--- config.mk ---
export PLATFORM = sky130hd
export DESIGN_NAME = ampd_scale_cell
export DESIGN_NICKNAME = d
export VERILOG_FILES = /design/src/hw/rtl/ampd_pkg.sv /design/src/hw/rtl/ampd_scale_cell.sv
export SDC_FILE = /design/constraint.sdc
export NUM_CORES = 1
export LEC_CHECK = 0
export BUFFER_PORTS_ARGS = -buffer_cell sky130_fd_sc_hd__clkbuf_2
export CAP_MARGIN = 20
export CORE_MARGIN = 10
export CORE_UTILIZATION = 40
export DETAILED_ROUTE_END_ITERATION = 10
export PLACE_DENSITY = 0.7
export RECOVER_POWER = 25
export SETUP_SLACK_MARGIN = 0.15
export SLEW_MARGIN = 40
export SYNTH_ARGS = -nofsm -noshare
export SYNTH_HDL_FRONTEND = slang
export SYNTH_SLANG_ARGS = --single-unit
--- constraint.sdc ---
create_clock -name clock -period 1.8 [get_ports clock]
set_clock_uncertainty 0.2 [all_clocks]
set_input_delay 0.18 -clock clock [delete_from_list [all_inputs] [get_ports clock]]
set_output_delay 0.18 -clock clock [all_outputs]
set_load 0.05 [all_outputs]
--- src/hw/rtl/ampd_pkg.sv ---
package ampd_pkg;

   localparam logic KIND_LOAD = 1'b0;
   localparam logic KIND_PULL = 1'b1;

   localparam logic [1:0] RK_SUMMARY = 2'd0;
   localparam logic [1:0] RK_PEAK    = 2'd1;
   localparam logic [1:0] RK_NONE    = 2'd2;

   localparam logic [6:0] SCALE_LIMIT_RESET = 7'd20;

   typedef struct packed {
      logic               kind;
      logic signed [15:0] sample;
      logic               last;
   } req_type;

   typedef struct packed {
      logic [1:0]  result_kind;
      logic [9:0]  peak_index;
      logic [10:0] peak_count;
      logic [5:0]  chosen_scale;
      logic        overflow;
   } rsp_type;

   typedef struct packed {
      logic clear;
      logic shift;
   } cell_ctrl_type;

   typedef enum logic [3:0] {
      ST_IDLE,
      ST_PREP0,
      ST_PREP1,
      ST_RDI,
      ST_GETI,
      ST_NB,
      ST_MUL,
      ST_CMP,
      ST_MARK,
      ST_SELM,
      ST_SELC,
      ST_CNTA,
      ST_CNTB,
      ST_PULA,
      ST_PULB,
      ST_OUT
   } state_type;

endpackage

--- src/hw/rtl/ampd_scale_cell.sv ---
module ampd_scale_cell
   import ampd_pkg::*;
#(
   parameter int CNT_W = 11
) (
   input  logic             clock,
   input  logic             reset,
   input  cell_ctrl_type    ctrl,
   input  logic             inc,
   input  logic [CNT_W-1:0] shift_in,
   output logic [CNT_W-1:0] count_out
);

   logic [CNT_W-1:0] count_ff, count_in;

   always_comb begin
      count_in = count_ff;
      if (ctrl.clear) begin
         count_in = '0;
      end else if (ctrl.shift) begin
         count_in = shift_in;
      end else if (inc) begin
         count_in = count_ff + CNT_W'(1);
      end
   end

   always_ff @(posedge clock) begin
      if (reset) begin
         count_ff <= '0;
      end else begin
         count_ff <= count_in;
      end
   end

   assign count_out = count_ff;

endmodule

==> results of run 1 <==
==> metal layers <==
metal	routed length, um	part of all wire	vias up	GRT usage
met5	0	0	-	0
met4	6	0.0037	0	0.0201
met3	93	0.057	2	0.0349
met2	813	0.50	18	0.153
met1	725	0.44	296	0.129
li1	-	-	327	-
==> kinds of logic (layout without fill, tap and decap cells) <==
logic type / Yosys count / after routing / synth area share
mux: 1 / 1 / 0.0173
buf+inv: 5 / 41 / 0.0389
compound gates: 25 / 25 / 0.270
fa+ha+maj: 1 / 1 / 0.0216
simple gates: 19 / 19 / 0.212
flops: 11 / 11 / 0.380
xor+xnor: 4 / 4 / 0.0605
==> where the power goes <==
group	switching [W]	total (W)	internal (W)
Combinational	0.0000727	0.000120	0.0000472
Sequential	0.0000149	0.000268	0.000253
Clock	0.0000842	0.000170	0.0000856
Total	0.000172	0.000558	0.000386
==> worst max-delay path, cell delays in order, from the launching register on <==
cell and delay [ns]:
dfxtp_4 0.38, ha_2 0.20, nand3_2 0.12, or4_1 0.49, a31oi_1 0.17
==> worst max path at each step <==
stage / from / endpoint / cells past startpoint
after floorplan: count_out[0]$_SDFFE_PP0P_ / count_out[10]$_SDFFE_PP0P_ / 4
after global placement: count_out[0]$_SDFFE_PP0P_ / count_out[10]$_SDFFE_PP0P_ / 4
after detailed placement: count_out[0]$_SDFFE_PP0P_ / count_out[10]$_SDFFE_PP0P_ / 4
after CTS: count_out[0]$_SDFFE_PP0P_ / count_out[10]$_SDFFE_PP0P_ / 4
after global routing: count_out[0]$_SDFFE_PP0P_ / count_out[10]$_SDFFE_PP0P_ / 4
final: count_out[0]$_SDFFE_PP0P_ / count_out[10]$_SDFFE_PP0P_ / 4
==> what timing repair did <==
action                                  CTS  global route
hold buffers                              7             0
resized for setup                         1             3
endpoints found under the setup margin    1             6
endpoints found under the hold margin     5             0
buffers inserted                          0             0
==> cell type report <==
class	instances	area [um2]	share of cell area
clock buffers	4	26.3	0.0307
well taps	15	18.8	0.0219
inverters	2	7.51	0.00876
flip-flops and latches	11	238	0.277
multi-input cells	50	344	0.401
repair buffers	35	223	0.260
==> per-stage QoR <==
step | power [W] | utilization | instances | cell area (um2) | setup WS (ns)
2_1_floorplan | 0.000343 | - | 66 | 594 | 0.105
3_3_place_gp | 0.000382 | 0.567 | 106 | 756 | 0.194
3_5_place_dp | 0.000384 | 0.567 | 106 | 756 | 0.166
4_1_cts | 0.000563 | 0.643 | 117 | 857 | 0.171
5_1_grt | 0.000584 | 0.643 | 117 | 857 | 0.103
6_report | 0.000558 | 0.643 | 117 | 857 | 0.175
==> cells in the final DEF (no fill, tap or decap) <==
master / Yosys / final
clkbuf_2: 0 / 22
o21ai_0: 10 / 10
dlygate4sd3_1: 0 / 7
a31oi_1: 6 / 6
nand2_1: 5 / 5
clkbuf_1: 2 / 5
dfxtp_2: 0 / 5
or4_1: 4 / 4
o31ai_1: 4 / 4
xor2_1: 3 / 3
clkbuf_4: 0 / 3
dfxtp_4: 0 / 3
dfxtp_1: 11 / 3
inv_1: 2 / 2
nand3_2: 1 / 2
nor2_1: 2 / 2
or3_1: 2 / 2
nand4_1: 2 / 2
a21oi_1: 2 / 2
o211a_1: 2 / 2
nand4_4: 1 / 1
nand3_1: 2 / 1
a2111oi_0: 1 / 1
mux2i_1: 1 / 1
xnor2_1: 1 / 1
ha_2: 0 / 1
buf_4: 1 / 1
buf_12: 0 / 1
==> flow_summary.json, run 1 <==
{
  "yosysWarnings": 0,
  "io_pins": 27,
  "synth_top_area_cell": "dfxtp_1",
  "hold_viol": 0,
  "synth_flop_cell": "dfxtp_1",
  "required_ns": 1.79,
  "rsz0062_at_grt": "yes",
  "holdCritPathClass": "input port to flop",
  "r2r_end": "count_out[10]$_SDFFE_PP0P_",
  "cts_max_path_buffers": 2,
  "place_congestion": 0.796,
  "die_area_um2": 3370,
  "area_growth_syn_to_layout_pct": 47.9,
  "cts_tree": "done",
  "drt_first_pass_iters": 4,
  "post-route-drc-count": 0,
  "r2r_cells": 4,
  "syn_nets": 83,
  "groute.usage.overall": 0.0993,
  "power_density_nw_per_um2": 651,
  "grt-ovfl-total": 0,
  "max_freq_mhz": 615,
  "hold_start": "shift_in[5]",
  "synth-seq-area-share": 0.380,
  "ir_drop_uv": 396,
  "async_reset_ff_frac": 0,
  "cts_max_level": 1,
  "period_needed_ns": 1.62,
  "fin_crit_sh": 0.903,
  "viasPerCell": 5.50,
  "status": "finished, final reports clean",
  "drtIter0Drc": 13,
  "final.setup.tns_ns": 0,
  "synthTopCellsByArea": "dfxtp_1, o21ai_0, a31oi_1, o31ai_1, or4_1",
  "coreArea_um2": 1330,
  "grt_pass1_vias": 611,
  "tightest_slew_ns": 0.602,
  "grt_max_degree": 14,
  "die_width_um": 58.1,
  "synth.ff_latch_count": 11,
  "worstReg2RegStart": "count_out[0]$_SDFFE_PP0P_",
  "hpwl_um": 1260,
  "crit_type": "flop to flop",
  "max_cap_violations": 0,
  "synth_edf_count": 0,
  "rrSetupSlack_ns": 0.18,
  "p_leak_nw": 0.350,
  "synth_area_um2": 579,
  "rows": 13,
  "drive_above_1_share": 0.382,
  "nNetsFinal": 120,
  "routedWlPerCell_um": 14.0,
  "synth_common_cells": "dfxtp_1, o21ai_0, a31oi_1",
  "start_util": 0.434,
  "num_vias": 643,
  "setup.worst_path.end_class": "flop",
  "largest_reg_flops": 11,
  "hold_ws_ns": 0.0000824,
  "syn_inst": 66,
  "slew_headroom": 0.600,
  "grt_pass1_wl_um": 2820,
  "nFillCells": 130,
  "wl_um": 1640,
  "antenna_found_initial": 0,
  "cts_made_buffers": 3,
  "ant_nets": 0,
  "postSynthAreaPerCell_um2": 8.78,
  "path_clk_slew_ns": 0.08,
  "start_kind": "flop",
  "hold_depth": 3,
  "maxSlewViolCount": 0,
  "cp_max_fo": 6,
  "portBuffers": 26,
  "ys_types": 22,
  "fp.dieH_um": 58.1,
  "cp_data_arrival_time_ns": 1.62,
  "clk_latency_ns": 0.26,
  "antenna_cells": 0,
  "cts.sinks": 11,
  "synth.most_common_cell": "dfxtp_1",
  "setup_viol": 0,
  "worstHoldEndpoint": "count_out[5]$_SDFFE_PP0P_",
  "cts_root_buf": "clkbuf_4",
  "synth_top_area_frac": 0.380
}
No activity file was read; power rests on OpenSTA's default activity.
==> run 2: changes to the inputs <==
--- a/config.mk
+++ b/config.mk
@@ -7,7 +7,7 @@
 export LEC_CHECK = 0
 export BUFFER_PORTS_ARGS = -buffer_cell sky130_fd_sc_hd__clkbuf_2
 export CAP_MARGIN = 20
-export CORE_MARGIN = 10
+export CORE_MARGIN = 1.5
 export CORE_UTILIZATION = 40
 export DETAILED_ROUTE_END_ITERATION = 10
 export PLACE_DENSITY = 0.7
==> constraint.sdc (replaced) <==
create_clock -name clock -period 1.8 [get_ports clock]
set_clock_uncertainty 0.2 [all_clocks]
set_input_delay 0.18 -clock clock [delete_from_list [all_inputs] [get_ports clock]]
set_output_delay 0.18 -clock clock [all_outputs]
set_load 0.02 [all_outputs]
==> run 2 against run 1 <==
  * Setup slack better by 0.025 ns
  * First-iteration DRC count fell by 46%
  * Die area is 50% lower
  * Fmax grew 1.6%
  * Final area rose by 1.2%
  * Combinational power decreased by 20%
  * Largest cell class unchanged
  * Largest power group unchanged
  * Hold slack gained 0.0083 ns
  * Via count is 1.9% lower
  * Clock-buffer cell count stayed put
  * Critical path depth is the same
  * Sequential power barely moved
  * Core utilization grew 1.6 points
==> flow_summary.json, run 2 (same netlist as run 1, synthesis figures left out) <==
{
  "status": "finished, final reports clean",
  "die_area_um2": 1690,
  "slew_headroom": 0.795,
  "dr_wl_met3_um": 67,
  "holdCritPathClass": "input port to flop",
  "nNetsFinal": 122,
  "dr.max_layer_used": "met4",
  "period_needed_ns": 1.60,
  "drtIter0Drc": 7,
  "start_kind": "flop",
  "portBuffers": 26,
  "largest_reg_flops": 11,
  "hpwl_um": 959,
  "area_growth_syn_to_layout_pct": 49.7,
  "routedWlPerCell_um": 11.9,
  "final_cell_mix": "clkbuf_2, o21ai_0, dfxtp_1",
  "worstSetupEndpoint": "count_out[10]$_SDFFE_PP0P_",
  "final_common_cell": "clkbuf_2",
  "wl_um": 1420,
  "grt_max_degree": 19,
  "path_clk_slew_ns": 0.07,
  "io_pins": 27,
  "rsz0062_at_grt": "no",
  "antenna_found_initial": 0,
  "setup.worst_path.end_class": "flop",
  "max_freq_mhz": 625,
  "die_width_um": 41.1,
  "start_util": 0.440,
  "place_congestion": 0.679,
  "hold_start": "shift_in[7]",
  "coreArea_um2": 1320,
  "drive_above_1_share": 0.337,
  "nFillCells": 115,
  "ant_nets": 0,
  "clk_latency_ns": 0.26,
  "worstReg2RegStart": "count_out[0]$_SDFFE_PP0P_",
  "cp_max_fo": 6,
  "viasPerCell": 5.30,
  "rows": 13,
  "p_total_w": 0.000526,
  "fin_crit_sh": 0.889,
  "required_ns": 1.78,
  "hold_ws_ns": 0.00841,
  "grt_pass1_wl_um": 2000,
  "cts_tree": "done",
  "hold_viol": 0,
  "r2r_end": "count_out[10]$_SDFFE_PP0P_",
  "drt_first_pass_iters": 4,
  "met1Wirelength_um": 678,
  "cp_data_arrival_time_ns": 1.58,
  "ir_drop_uv": 514,
  "grt_pass1_vias": 490,
  "tightest_slew_ns": 0.300,
  "maxSlewViolCount": 0,
  "startpoint": "count_out[0]$_SDFFE_PP0P_",
  "p_leak_nw": 0.351,
  "cts_max_path_buffers": 2,
  "num_vias": 631,
  "crit_type": "flop to flop",
  "fp.dieH_um": 41.1,
  "rrSetupSlack_ns": 0.20,
  "fin_area_um2": 867,
  "post_dp_cell_area_um2": 743,
  "final.setup.tns_ns": 0,
  "cts_root_buf": "clkbuf_4",
  "wl_met2_um": 668,
  "cts_made_buffers": 3,
  "setup_viol": 0,
  "max_cap_violations": 0,
  "groute.usage.overall": 0.183,
  "cts.sinks": 11,
  "power_density_nw_per_um2": 607,
  "post-route-drc-count": 0,
  "antenna_cells": 0,
  "grt-ovfl-total": 0,
  "r2r_cells": 4,
  "cts_max_level": 1
}
## run 2: final cells by class
type                    count  area, um2  share of cell area
multi-input cells          50        362               0.417
repair buffers             37        224               0.258
well taps                  15       18.8              0.0216
clock buffers               4       26.3              0.0303
inverters                   2       7.51             0.00866
flip-flops and latches     11        229               0.264
## run 2: metrics by stage
step            util  std cells  setup WS (ns)
2_1_floorplan      -         66          0.175
3_3_place_gp   0.564        107          0.178
3_5_place_dp   0.564        107          0.134
4_1_cts        0.643        118          0.179
5_1_grt        0.658        119          0.149
6_report       0.658        119          0.200
## run 2: what timing repair did
| action | 4_1_cts | 5_1_grt |
|---|---|---|
| hold buffers | 7 | 0 |
| setup endpoints to repair | 1 | 3 |
| endpoints found under the hold margin | 5 | 0 |
| pin swaps | 1 | 1 |
| buffers inserted | 0 | 1 |
| resized for setup | 2 | 3 |
## run 2: how the worst min path moves through the flow
stage | end | slack [ns] | depth (start not counted)
floorplan | count_out[2]$_SDFFE_PP0P_ | 0.06 | 1
global placement | count_out[2]$_SDFFE_PP0P_ | 0.17 | 2
detailed placement | count_out[2]$_SDFFE_PP0P_ | 0.17 | 2
CTS | count_out[7]$_SDFFE_PP0P_ | 0.004 | 3
global route | count_out[5]$_SDFFE_PP0P_ | 0.006 | 3
finish | count_out[7]$_SDFFE_PP0P_ | 0.008 | 3
## run 2: metal layers
layer,up-vias,global-route usage
li1,333,-
met1,278,0.252
met2,18,0.266
met3,2,0.0815
met4,0,0.0250
met5,-,0
## run 2: critical path: stages (launching register included)
cell and delay (ns):
dfxtp_4 0.38, ha_4 0.15, nand3_2 0.11, or4_1 0.48, a31oi_1 0.20
## run 2: power by group
| part | switching [W] | leakage [nW] | internal (W) |
|---|---|---|---|
| combinational | 0.0000483 | 0.244 | 0.0000471 |
| clock | 0.0000757 | 0.0150 | 0.0000856 |
| sequential | 0.0000158 | 0.0919 | 0.000253 |
| total | 0.000140 | 0.351 | 0.000386 |
